===== config.mk =====
export PLATFORM = sky130hd
export DESIGN_NAME = xbm_hex_body_decoder_top
export DESIGN_NICKNAME = d
export VERILOG_FILES = /design/src/rtl/xbm_hbd_pkg.sv /design/src/rtl/xbm_hbd_regs.sv /design/src/rtl/xbm_hbd_parser.sv /design/src/rtl/xbm_hbd_out_queue.sv /design/src/rtl/xbm_hex_body_decoder_top.sv
export VERILOG_INCLUDE_DIRS = /design/src /design/src/rtl
export SDC_FILE = /design/constraint.sdc
export NUM_CORES = 1
export LEC_CHECK = 0
export ABC_CLOCK_PERIOD_IN_PS = 5750
export BUFFER_PORTS_ARGS = -buffer_cell sky130_fd_sc_hd__buf_2
export CORE_ASPECT_RATIO = 1.5
export CORE_UTILIZATION = 30
export DETAILED_ROUTE_END_ITERATION = 10
export PLACE_DENSITY = 0.53
export SETUP_SLACK_MARGIN = 0.2
export SLEW_MARGIN = 20
export SYNTH_ARGS = -nofsm -noshare
export SYNTH_HDL_FRONTEND = slang
export SYNTH_HIERARCHICAL = 1
export SYNTH_SLANG_ARGS = --single-unit

===== constraint.sdc =====
create_clock -name aclk -period 5.75 [get_ports aclk]
set_clock_uncertainty 0.2 [all_clocks]
set_input_delay 1.4375 -clock aclk [delete_from_list [all_inputs] [get_ports aclk]]
set_output_delay 1.4375 -clock aclk [all_outputs]
set_load 0.005 [all_outputs]

===== src/rtl/xbm_hex_body_decoder_top_macros.svh =====
// Assertion macros shared by the X bitmap body decoder RTL.
// Included by the modules that carry concurrent checks; no other dependencies.
`ifndef XBM_HEX_BODY_DECODER_TOP_MACROS_SVH
`define XBM_HEX_BODY_DECODER_TOP_MACROS_SVH

// Same-cycle implication, disabled while reset is held.
`define XBM_HBD_ASSERT_NOW(lbl, clk, rstn, ante, cons) \
    lbl: assert property (@(posedge clk) disable iff (!rstn) (ante) |-> (cons)) \
        else $error("xbm_hbd: same-cycle check failed");

// Next-cycle implication, disabled while reset is held.
`define XBM_HBD_ASSERT_NEXT(lbl, clk, rstn, ante, cons) \
    lbl: assert property (@(posedge clk) disable iff (!rstn) (ante) |=> (cons)) \
        else $error("xbm_hbd: next-cycle check failed");

`endif


===== src/rtl/xbm_hbd_pkg.sv =====
// Package for the X bitmap body decoder: types, register codes, character
// classification and nibble reversal. No dependencies.
package xbm_hbd_pkg;

    localparam logic [16:0] XBM_HBD_MAX_DIM = 17'd4096;

    // Result queue sizing: two results per transfer at most
    localparam int unsigned QDEPTH = 4;
    localparam int unsigned QAW    = $clog2(QDEPTH);
    localparam int unsigned QCW    = $clog2(QDEPTH + 1);

    // APB register map
    localparam int unsigned AW = 4;
    localparam logic [1:0] REG_IMAGE_WIDTH  = 2'd0;
    localparam logic [1:0] REG_IMAGE_HEIGHT = 2'd1;
    localparam logic [1:0] REG_WORD_MODE    = 2'd2;

    // Character classes
    localparam logic [1:0] CLS_BAD    = 2'd0;
    localparam logic [1:0] CLS_DELIM  = 2'd1;
    localparam logic [1:0] CLS_PREFIX = 2'd2;
    localparam logic [1:0] CLS_DIGIT  = 2'd3;

    typedef struct packed {
        logic [11:0] image_width;
        logic [11:0] image_height;
        logic        word_mode;
    } cfg_t;

    typedef struct packed {
        logic [7:0] data_byte;
        logic       error;
        logic       last;
    } res_t;

    typedef struct packed {
        logic v0;
        logic v1;
        res_t r0;
        res_t r1;
    } push_t;

    typedef struct packed {
        logic [1:0] kind;
        logic [3:0] nibble;
    } cls_t;

    function automatic cls_t classify(input logic [7:0] c);
        cls_t r;
        r.kind   = CLS_BAD;
        r.nibble = 4'd0;
        if (c >= "0" && c <= "9") begin
            r.kind   = CLS_DIGIT;
            r.nibble = 4'(c - 8'h30);
        end else if (c >= "A" && c <= "F") begin
            r.kind   = CLS_DIGIT;
            r.nibble = 4'(c - 8'h37);
        end else if (c >= "a" && c <= "f") begin
            r.kind   = CLS_DIGIT;
            r.nibble = 4'(c - 8'h57);
        end else if (c == "x") begin
            r.kind = CLS_PREFIX;
        end else if (c == 8'h0d || c == 8'h0a || c == 8'h09 || c == " " ||
                     c == "," || c == "}") begin
            r.kind = CLS_DELIM;
        end
        return r;
    endfunction

    function automatic logic [3:0] rev_nibble(input logic [3:0] n);
        return {n[0], n[1], n[2], n[3]};
    endfunction

endpackage


===== src/rtl/xbm_hbd_regs.sv =====
// APB configuration registers for the X bitmap body decoder.
// Depends on xbm_hbd_pkg.
module xbm_hbd_regs (
    input  logic                      aclk,
    input  logic                      aresetn,
    input  logic                      psel,
    input  logic                      penable,
    input  logic                      pwrite,
    input  logic [xbm_hbd_pkg::AW-1:0] paddr,
    input  logic [31:0]               pwdata,
    output logic [31:0]               prdata,
    output logic                      pready,
    output xbm_hbd_pkg::cfg_t         cfg
);
    import xbm_hbd_pkg::*;

    cfg_t       cfg_reg;
    logic [1:0] idx;
    logic       wr_en;

    assign pready = 1'b1;
    assign idx    = paddr[3:2];
    assign wr_en  = psel && penable && pwrite;
    assign cfg    = cfg_reg;

    always_ff @(posedge aclk) begin
        if (!aresetn) begin
            cfg_reg.image_width  <= 12'd1;
            cfg_reg.image_height <= 12'd1;
            cfg_reg.word_mode    <= 1'b0;
        end else if (wr_en) begin
            case (idx)
                REG_IMAGE_WIDTH:  cfg_reg.image_width  <= pwdata[11:0];
                REG_IMAGE_HEIGHT: cfg_reg.image_height <= pwdata[11:0];
                REG_WORD_MODE:    cfg_reg.word_mode    <= pwdata[0];
                default: ;
            endcase
        end
    end

    always_comb begin
        case (idx)
            REG_IMAGE_WIDTH:  prdata = {20'd0, cfg_reg.image_width};
            REG_IMAGE_HEIGHT: prdata = {20'd0, cfg_reg.image_height};
            REG_WORD_MODE:    prdata = {31'd0, cfg_reg.word_mode};
            default:          prdata = 32'd0;
        endcase
    end

endmodule


===== src/rtl/xbm_hbd_parser.sv =====
// Input register, token parser and row/image tracking for the X bitmap
// body decoder. Depends on xbm_hbd_pkg and the assertion macro header.
`include "xbm_hex_body_decoder_top_macros.svh"

module xbm_hbd_parser (
    input  logic               aclk,
    input  logic               aresetn,
    input  logic               s_valid,
    output logic               s_ready,
    input  logic [7:0]         s_char_code,
    input  logic               s_end_of_file,
    input  xbm_hbd_pkg::cfg_t  cfg,
    input  logic               room,
    output xbm_hbd_pkg::push_t push
);
    import xbm_hbd_pkg::*;

    logic        in_valid_reg;
    logic [7:0]  char_reg;
    logic        eof_reg;

    logic [15:0] token_reg,  token_next;
    logic [2:0]  dcount_reg, dcount_next;
    logic [11:0] row_reg,    row_next;
    logic [9:0]  bir_reg,    bir_next;
    logic        finished_reg, finished_next;
    logic        failed_reg,   failed_next;

    logic        fire;
    logic        dim_bad;
    cls_t        cls;
    logic [12:0] wsum;
    logic [9:0]  linelen;
    logic [9:0]  bir1, bir2;
    logic [11:0] row_inc;
    logic        end1, end2, last_row;
    logic [15:0] addend;

    assign fire    = in_valid_reg && room;
    assign s_ready = !in_valid_reg || fire;

    always_ff @(posedge aclk) begin
        if (!aresetn) begin
            in_valid_reg <= 1'b0;
        end else if (s_ready) begin
            in_valid_reg <= s_valid;
        end
    end

    always_ff @(posedge aclk) begin
        if (s_ready && s_valid) begin
            char_reg <= s_char_code;
            eof_reg  <= s_end_of_file;
        end
    end

    assign cls     = classify(char_reg);
    assign dim_bad = (cfg.image_width == 12'd0) || (cfg.image_height == 12'd0) ||
                     ({5'd0, cfg.image_width} >= XBM_HBD_MAX_DIM) ||
                     ({5'd0, cfg.image_height} >= XBM_HBD_MAX_DIM);
    assign wsum     = {1'b0, cfg.image_width} + 13'd7;
    assign linelen  = wsum[12:3];
    assign bir1     = bir_reg + 10'd1;
    assign bir2     = bir_reg + 10'd2;
    assign end1     = bir1 >= linelen;
    assign end2     = bir2 >= linelen;
    assign row_inc  = row_reg + 12'd1;
    assign last_row = row_inc >= cfg.image_height;
    assign addend   = {12'd0, rev_nibble(cls.nibble)} << {dcount_reg[1:0], 2'b00};

    always_comb begin
        token_next    = token_reg;
        dcount_next   = dcount_reg;
        row_next      = row_reg;
        bir_next      = bir_reg;
        finished_next = finished_reg;
        failed_next   = failed_reg;
        push          = '0;

        if (fire && !finished_reg && !failed_reg) begin
            if (dim_bad || eof_reg || cls.kind == CLS_BAD) begin
                push.v0       = 1'b1;
                push.r0.error = 1'b1;
                failed_next   = 1'b1;
            end else begin
                case (cls.kind)
                    CLS_PREFIX: begin
                        dcount_next = 3'd0;
                    end
                    CLS_DIGIT: begin
                        if (dcount_reg < 3'd4) begin
                            token_next  = token_reg + addend;
                            dcount_next = dcount_reg + 3'd1;
                        end
                    end
                    CLS_DELIM: begin
                        if (dcount_reg != 3'd0) begin
                            token_next          = 16'd0;
                            dcount_next         = 3'd0;
                            push.v0             = 1'b1;
                            push.r0.data_byte   = cfg.word_mode ? token_reg[15:8]
                                                                : token_reg[7:0];
                            if (end1) begin
                                // first byte closes the row
                                bir_next        = 10'd0;
                                row_next        = row_inc;
                                push.r0.last    = last_row;
                                finished_next   = last_row;
                            end else if (cfg.word_mode) begin
                                push.v1           = 1'b1;
                                push.r1.data_byte = token_reg[7:0];
                                if (end2) begin
                                    bir_next      = 10'd0;
                                    row_next      = row_inc;
                                    push.r1.last  = last_row;
                                    finished_next = last_row;
                                end else begin
                                    bir_next      = bir2;
                                end
                            end else begin
                                bir_next        = bir1;
                            end
                        end
                    end
                    default: ;
                endcase
            end
        end
    end

    always_ff @(posedge aclk) begin
        if (!aresetn) begin
            token_reg    <= 16'd0;
            dcount_reg   <= 3'd0;
            row_reg      <= 12'd0;
            bir_reg      <= 10'd0;
            finished_reg <= 1'b0;
            failed_reg   <= 1'b0;
        end else begin
            token_reg    <= token_next;
            dcount_reg   <= dcount_next;
            row_reg      <= row_next;
            bir_reg      <= bir_next;
            finished_reg <= finished_next;
            failed_reg   <= failed_next;
        end
    end

    `XBM_HBD_ASSERT_NOW(a_fire_has_room, aclk, aresetn, fire, room)
    `XBM_HBD_ASSERT_NOW(a_second_in_word_mode, aclk, aresetn, push.v1,
        push.v0 && cfg.word_mode && !push.r0.last)
    `XBM_HBD_ASSERT_NEXT(a_error_halts, aclk, aresetn, push.v0 && push.r0.error,
        failed_reg)
    `XBM_HBD_ASSERT_NEXT(a_last_halts, aclk, aresetn,
        (push.v0 && push.r0.last) || (push.v1 && push.r1.last), finished_reg)

endmodule


===== src/rtl/xbm_hbd_out_queue.sv =====
// Four-entry result queue that takes up to two results per cycle and
// hands out one. Depends on xbm_hbd_pkg and the assertion macro header.
`include "xbm_hex_body_decoder_top_macros.svh"

module xbm_hbd_out_queue (
    input  logic               aclk,
    input  logic               aresetn,
    input  xbm_hbd_pkg::push_t push,
    output logic               room,
    output logic               m_valid,
    input  logic               m_ready,
    output xbm_hbd_pkg::res_t  m_res
);
    import xbm_hbd_pkg::*;

    res_t           entry_reg [QDEPTH];
    logic [QAW-1:0] wr_ptr_reg, rd_ptr_reg;
    logic [QCW-1:0] count_reg;
    logic [1:0]     push_n;
    logic           pop;
    logic [QAW-1:0] wr_ptr1;

    assign push_n  = {1'b0, push.v0} + {1'b0, push.v1};
    assign m_valid = count_reg != '0;
    assign pop     = m_valid && m_ready;
    assign room    = count_reg <= QCW'(QDEPTH - 2);
    assign m_res   = entry_reg[rd_ptr_reg];
    assign wr_ptr1 = wr_ptr_reg + QAW'(1);

    always_ff @(posedge aclk) begin
        if (push.v0) begin
            entry_reg[wr_ptr_reg] <= push.r0;
        end
        if (push.v1) begin
            entry_reg[wr_ptr1] <= push.r1;
        end
    end

    always_ff @(posedge aclk) begin
        if (!aresetn) begin
            wr_ptr_reg <= '0;
            rd_ptr_reg <= '0;
            count_reg  <= '0;
        end else begin
            wr_ptr_reg <= wr_ptr_reg + QAW'(push_n);
            if (pop) begin
                rd_ptr_reg <= rd_ptr_reg + QAW'(1);
            end
            count_reg <= count_reg + QCW'(push_n) - QCW'(pop);
        end
    end

    `XBM_HBD_ASSERT_NOW(a_count_bound, aclk, aresetn, 1'b1, count_reg <= QCW'(QDEPTH))
    `XBM_HBD_ASSERT_NOW(a_no_overflow, aclk, aresetn, push.v0,
        (count_reg + QCW'(push_n)) <= QCW'(QDEPTH))
    `XBM_HBD_ASSERT_NEXT(a_pop_only, aclk, aresetn, pop && !push.v0,
        count_reg == $past(count_reg) - QCW'(1))

endmodule


===== src/rtl/xbm_hex_body_decoder_top.sv =====
// X bitmap hex body decoder: one character per transfer in, image bytes out.
// An item is registered on acceptance and parsed from that register once the
// queue has room. Its zero, one or two results go into a four-entry result
// queue and leave one per cycle while m_ready is high. The first result is
// presented once its character has been parsed and written into the queue.
// A character can be accepted every cycle while the queue holds at most two
// results. Back-to-back input therefore stalls only when the output is held
// off, or when X10 words give bytes faster than the output drains one per cycle.
// Width, height and word mode are set over APB at 0x0, 0x4 and 0x8.
// Depends on xbm_hbd_pkg, xbm_hbd_regs, xbm_hbd_parser and xbm_hbd_out_queue.
module xbm_hex_body_decoder_top (
    input  logic                       aclk,
    input  logic                       aresetn,
    input  logic                       psel,
    input  logic                       penable,
    input  logic                       pwrite,
    input  logic [xbm_hbd_pkg::AW-1:0] paddr,
    input  logic [31:0]                pwdata,
    output logic [31:0]                prdata,
    output logic                       pready,
    input  logic                       s_valid,
    output logic                       s_ready,
    input  logic [7:0]                 s_char_code,
    input  logic                       s_end_of_file,
    output logic                       m_valid,
    input  logic                       m_ready,
    output logic [7:0]                 m_data_byte,
    output logic                       m_error,
    output logic                       m_last
);
    import xbm_hbd_pkg::*;

    cfg_t  cfg;
    push_t push;
    res_t  m_res;
    logic  room;

    xbm_hbd_regs u_regs (
        .aclk    (aclk),
        .aresetn (aresetn),
        .psel    (psel),
        .penable (penable),
        .pwrite  (pwrite),
        .paddr   (paddr),
        .pwdata  (pwdata),
        .prdata  (prdata),
        .pready  (pready),
        .cfg     (cfg)
    );

    xbm_hbd_parser u_parser (
        .aclk          (aclk),
        .aresetn       (aresetn),
        .s_valid       (s_valid),
        .s_ready       (s_ready),
        .s_char_code   (s_char_code),
        .s_end_of_file (s_end_of_file),
        .cfg           (cfg),
        .room          (room),
        .push          (push)
    );

    xbm_hbd_out_queue u_queue (
        .aclk    (aclk),
        .aresetn (aresetn),
        .push    (push),
        .room    (room),
        .m_valid (m_valid),
        .m_ready (m_ready),
        .m_res   (m_res)
    );

    assign m_data_byte = m_res.data_byte;
    assign m_error     = m_res.error;
    assign m_last      = m_res.last;

endmodule

==> reports/qor.yml, run 1 <==
status: "finished, final reports clean"
drc: 0
grt_start_max_net_pins: 66
critPathKind: "flip-flop to flip-flop"
period_share: 0.861
wl_per_cell_um: 15.0
port_buffers: 53
syn_inst: 861
required_ns: 5.87
worstMarginPinSlew_ns: 0.996
viasPerCell: 4.84
io_pins: 97
htree_levels: 4
routed_wl_um: 18900
rsz0062_at_grt: "no"
cts_sinks: 127
die_height_um: 207
fin_setup_tns_ns: 0
num_rows: 74
place.gp.congestion: 0.796
cp_max_fo: 15
nets: 1022
slew_headroom: 0.334
grt_first_pass_wirelength_um: 31000
powerDensity_nw_per_um2: 254
clkLatencyLatePin_ns: 0.42
largest_register_ffs: 40
coreArea_um2: 27400
crit_start: "u_regs/cfg[13]$_SDFFE_PN1P_"
post_cts_buffers: 0
die_w_um: 139
r2r-start: "u_regs/cfg[13]$_SDFFE_PN1P_"
root_buffer: "clkbuf_16"
synth_cell_type_count: 69
cts_made_buffers: 17
fmax_mhz: 202
async_flop_share: 0
setup_viol: 0
die_area_um2: 28800
cts_hold_buffers: 0
num_vias: 6107
dpl.hpwl_um: 13900
period_needed_ns: 4.95
final_cell_area_um2: 9550
dpl_cell_area_um2: 8940
n_antenna_cell: 0
synth_flop_cell: "dfxtp_1"
start_util: 0.308
cts_tree: "yes"
min-delay-start: "u_parser/failed_reg$_SDFFE_PN0P_"
syn-cell-area_um2: 8430
finalHoldViolCount: 0
yosysSeqAreaShare: 0.360
ys_warn_count: 6
postSynthAreaPerCell_um2: 9.79
synthToLayoutAreaGrowth_pct: 13.3
ys_ff_latch: 127
grt_use_total: 0.137
grt_overflow: 0
endpoint_kind: "flip-flop"
max-clock-path-buffers: 2
cp.arrival_ns: 5.07
antenna_left: 0
synth_edf_count: 49
dr.pass1.iters: 6
holdWs_ns: 0.273
grt_pass1_vias: 6139
hold_class: "flip-flop to flip-flop"
cellLeakagePower_nw: 4.03
antenna_found_initial: 0
cts_resized: 0
drive_above_1_share: 0.174
ir_worst_vdd_mv: 0.208
clk_pin_slew_worst_paths_ns: 0.06
fin_util: 0.348
slew_viol_final: 0
startpoint_type: "flip-flop"
cap_violations: 0
drtIter0Drc: 269
## where the power goes
part           internal (W)  switching [W]  leakage [nW]  total (W)
registers          0.000976      0.0000486          1.10    0.00102
clock network      0.000697       0.000416         0.297    0.00111
logic              0.000152       0.000132          2.64   0.000284
## Yosys cell counts (3+ instances only)
cell type / count / share of area
xor2_1: 28 / 0.029
and2_1: 12 / 0.0089
or2_2: 3 / 0.0022
mux4_2: 10 / 0.027
a211oi_1: 8 / 0.0071
o21bai_1: 3 / 0.0027
a31o_2: 3 / 0.0031
a21oi_1: 30 / 0.018
nand2b_1: 16 / 0.012
nor2b_1: 8 / 0.0059
nor3_1: 13 / 0.0077
a21o_1: 22 / 0.020
ha_1: 61 / 0.091
nand3_1: 26 / 0.015
dfxtp_1: 78 / 0.19
nor2_1: 63 / 0.028
mux2_2: 11 / 0.015
nand3b_1: 5 / 0.0045
nand2_1: 85 / 0.038
edfxtp_1: 49 / 0.17
buf_2: 6 / 0.0036
mux2_4: 28 / 0.050
clkbuf_1: 21 / 0.0094
or3_1: 6 / 0.0045
mux2i_1: 54 / 0.064
xnor2_1: 27 / 0.028
nand4_1: 9 / 0.0067
o2111ai_1: 3 / 0.0031
buf_4: 24 / 0.021
nor4_1: 6 / 0.0045
inv_1: 40 / 0.018
and3_1: 12 / 0.0089
o21ai_0: 33 / 0.020
buf_6: 6 / 0.0080
conb_1: 3 / 0.0013
nor3b_1: 4 / 0.0036
a31oi_1: 3 / 0.0022
## through the flow
stage	setup slack [ns]	total power, W	instances
final	0.800	0.00242	1262
after global routing	0.344	0.00253	1262
after CTS	0.762	0.00246	1262
after detailed placement	0.772	0.00134	1230
after global placement	0.783	0.00133	1230
after floorplan	1.08	0.00125	880
## area by class of cell
type	count	area [um^2]
Timing Repair Buffer	66	363
Tap cell	342	428
Clock inverter	12	160
Fill cell	2761	17900
Clock buffer	20	447
Multi-Input combinational cell	655	4970
Inverter	40	150
Sequential cell	127	3030
## path summary, 6_finish.rpt
path,cells after the start,end,slack (ns)
setup / recovery,22,u_queue/count_reg[2]$_SDFF_PN0_,0.80
hold / removal,1,u_parser/failed_reg$_SDFFE_PN0P_,0.27
setup reg to reg,22,u_queue/count_reg[2]$_SDFF_PN0_,0.80
hold reg to reg,1,u_parser/failed_reg$_SDFFE_PN0P_,0.27
## cells by family (layout without fill, tap and decap cells)
logic type / after synthesis / in the layout / share of synthesized area
buffers and inverters: 98 / 138 / 0.0606
adders and majority gates: 63 / 63 / 0.0953
muxes: 104 / 104 / 0.157
AOI/OAI and AO/OA: 129 / 129 / 0.0990
DFF: 127 / 127 / 0.360
other: 3 / 22 / 0.00134
xor gates and xnor gates: 57 / 57 / 0.0625
and+or+nand+nor: 280 / 280 / 0.165
## cells in the final DEF, fill, tap and decap left out, types with 3 or more instances in the layout
cell	Yosys	final
clkinv_4	0	5
and3_1	12	12
nor3b_1	4	4
o21ai_0	33	33
nor2_1	63	63
nor4_1	6	6
a21o_1	22	22
bufinv_16	0	3
mux2i_1	54	54
conb_1	3	22
inv_1	40	40
o2111ai_1	3	3
or3_1	6	6
nor3_1	13	12
or2_2	3	3
nand2b_1	16	16
mux2_4	28	28
a21oi_1	30	30
nand3_1	26	26
xnor2_1	27	27
buf_4	24	13
a211oi_1	8	8
nand3b_1	5	5
nand2_1	85	85
clkbuf_16	0	17
xor2_1	28	28
mux2_2	11	11
and2_1	12	12
buf_2	6	53
mux4_2	10	10
dfxtp_1	78	78
ha_1	61	61
a31o_2	3	3
o21bai_1	3	3
edfxtp_1	49	49
nand4_1	9	9
nor2b_1	8	8
## critical path, cell delays in order (launching register included)
cell and delay (ns):
dfxtp_1 0.36, or3_1 0.18, nand3_1 0.13, nor2_1 0.21, nand3_1 0.15, nor2_1 0.26
nand2_1 0.11, xor2_1 0.21, ha_1 0.28, a21o_1 0.19, a21o_1 0.18, a221oi_1 0.50
and3_1 0.24, buf_4 0.19, ha_1 0.27, inv_1 0.07, ha_1 0.21, inv_1 0.05
ha_1 0.12, inv_1 0.04, fa_1 0.37, xnor3_1 0.17, and2_1 0.16
## layer usage
layer | up-vias | track usage | part of all wire
li1 | 3109 | - | -
met2 | 90 | 0.253 | 0.53
met4 | 0 | 0.0556 | 0.016
met3 | 19 | 0.0242 | 0.021
met5 | - | 0 | 0
met1 | 2889 | 0.153 | 0.43
No activity file was read; power rests on OpenSTA's default activity.
==> run 2, diff against run 1 <==
PLACE_DENSITY = 0.49   (was 0.53)
==> reports/qor.yml, run 2 (synthesis results as in run 1) <==
layout_common_cells: "nand2_1 (85), dfxtp_1 (78), nor2_1 (63)"
clkLatencyLatePin_ns: 0.43  # about the same
worstMarginPinSlew_ns: 0.911  # -0.0855 ns
layout_commonest_cell: "nand2_1"
grt_start_max_net_pins: 66  # unchanged
num_rows: 74  # unchanged
power.net_switching_w: 0.000635  # +6.4%
ir_worst_vdd_mv: 0.210  # +1.0%
die_height_um: 207  # unchanged
htree_levels: 4  # unchanged
dpl_cell_area_um2: 8940  # unchanged
clk_pin_slew_worst_paths_ns: 0.06  # about the same
reg2reg_setup_slack_ns: 0.93  # +0.13 ns
violations: "DRC"
cts_hold_buffers: 0  # unchanged
seqPwrFrac: 0.412  # -0.011
grt_first_pass_wirelength_um: 31500  # +1.6%
drtIter0Drc: 340  # +26%
endpoint_kind: "flip-flop"
place.gp.congestion: 0.764  # -4.0%
start_util: 0.308  # unchanged
port_buffers: 53  # unchanged
cts_resized: 0  # unchanged
grt_use_total: 0.140  # +0.00330
period_share: 0.839  # -0.0221
io_pins: 97  # unchanged
nets: 1022  # unchanged
setup_viol: 0  # unchanged
status: "complete, but fails checks"
cp_max_fo: 4  # -11
cp.arrival_ns: 4.94  # -0.13 ns
startpoint_type: "flip-flop"
max-clock-path-buffers: 2  # unchanged
hold_class: "flip-flop to flip-flop"
slew_headroom: 0.391  # +0.0572
root_buffer: "clkbuf_16"
dr.pass1.iters: 10  # +4
post_cts_buffers: 0  # unchanged
final_cell_area_um2: 9580  # +0.37%
die_area_um2: 28800  # unchanged
drc: 2  # +2
routed_wl_um: 19100  # +1.2%
min_to: "u_regs/cfg[0]$_SDFFE_PN0P_"
cts_made_buffers: 17  # unchanged
drive_above_1_share: 0.177  # +0.00326
cts_sinks: 127  # unchanged
period_needed_ns: 4.82  # -0.127 ns
min-delay-start: "u_regs/cfg[0]$_SDFFE_PN0P_"
antenna_left: 0  # unchanged
num_vias: 6070  # -0.61%
n_antenna_cell: 0  # unchanged
grt_overflow: 0  # unchanged
slew_viol_final: 0  # unchanged
internal_power_w: 0.00185  # +1.6%
clockPowerShare: 0.473  # +0.014
cts_tree: "yes"
reg2reg_to: "u_queue/count_reg[2]$_SDFF_PN0_"
min_path_cells: 2  # +1
grt_pass1_vias: 6055  # -1.4%
largest_register_ffs: 40  # unchanged
viasPerCell: 4.81  # -0.61%
antenna_found_initial: 0  # unchanged
cellLeakagePower_nw: 4.05  # +0.43%
required_ns: 5.86  # about the same
die_w_um: 139  # unchanged
fin_util: 0.350  # +0.00128
fin_setup_tns_ns: 0  # unchanged
powerDensity_nw_per_um2: 260  # +2.4%
switching_share: 0.255  # +0.00863
pwr-share-comb: 0.115  # -0.002
coreArea_um2: 27400  # unchanged
finalHoldViolCount: 0  # unchanged
wl_per_cell_um: 15.1  # +1.2%
rsz0062_at_grt: "no"
cap_violations: 0  # unchanged
critPathKind: "flip-flop to flip-flop"
reg2regPathDepth: 21  # -4.5%
dpl.hpwl_um: 14100  # +1.7%
fmax_mhz: 207  # +2.6%
synthToLayoutAreaGrowth_pct: 13.7
r2r-start: "u_regs/cfg[13]$_SDFFE_PN1P_"
## run 2: worst max-delay path by stage
| stage | startpoint | to | depth (start not counted) |
|---|---|---|---|
| floorplan | u_regs/cfg[15]$_SDFFE_PN0P_ | u_queue/count_reg[2]$_SDFF_PN0_ | 22 |
| global placement | u_regs/cfg[13]$_SDFFE_PN1P_ | u_queue/count_reg[2]$_SDFF_PN0_ | 21 |
| detailed placement | u_regs/cfg[13]$_SDFFE_PN1P_ | u_queue/count_reg[2]$_SDFF_PN0_ | 21 |
| CTS | u_regs/cfg[13]$_SDFFE_PN1P_ | u_queue/count_reg[2]$_SDFF_PN0_ | 21 |
| global route | u_regs/cfg[13]$_SDFFE_PN1P_ | u_queue/count_reg[2]$_SDFF_PN0_ | 21 |
| finish | u_regs/cfg[13]$_SDFFE_PN1P_ | u_queue/count_reg[2]$_SDFF_PN0_ | 21 |
## run 2: layout make-up
type	count	area, um^2
flip-flops and latches	127	3030
well taps	342	428
repair buffers	66	363
inverters	40	150
clock inverters	14	191
multi-input cells	655	4970
clock buffers	18	450
fillers	2809	17800
## run 2: per-layer routing
layer	track usage	up-vias	routed length, um
met4	0.0590	0	386
met3	0.0272	23	523
met5	0	-	0
li1	-	3123	-
met1	0.158	2832	8370
met2	0.254	92	9830
## run 2: critical path: stages (launching register included)
cell      delay, ns
dfxtp_1        0.38
or3_1          0.17
nand3_1        0.12
nor2_1         0.21
nand3_1        0.15
nor2_1         0.25
nand2_1        0.10
xor2_1         0.21
ha_1           0.29
a21o_1         0.18
a21o_1         0.17
a221oi_1       0.53
and3_1         0.28
ha_1           0.26
inv_1          0.06
ha_1           0.21
inv_1          0.06
ha_1           0.13
inv_1          0.04
fa_1           0.36
xnor3_1        0.17
and2_1         0.16
## run 2: through the flow
stage / worst slack [ns] / cells / power [W] / hold WS (ns)
after CTS: 0.869 / 1262 / 0.00253 / 0.266
final: 0.927 / 1262 / 0.00249 / 0.264
after global routing: 0.586 / 1262 / 0.00260 / 0.292
after detailed placement: 0.892 / 1230 / 0.00134 / 0.254
after floorplan: 1.08 / 880 / 0.00125 / 0.238
after global placement: 0.925 / 1230 / 0.00134 / 0.248
## run 2: power groups by stage
stage / logic, W / registers [W] / clock network [W]
2_1_floorplan: 0.000230 / 0.00102 / 0
3_3_place_gp: 0.000291 / 0.00105 / 0
3_5_place_dp: 0.000292 / 0.00105 / 0
4_1_cts: 0.000293 / 0.00103 / 0.00121
5_1_grt: 0.000320 / 0.00104 / 0.00124
6_report: 0.000287 / 0.00103 / 0.00118
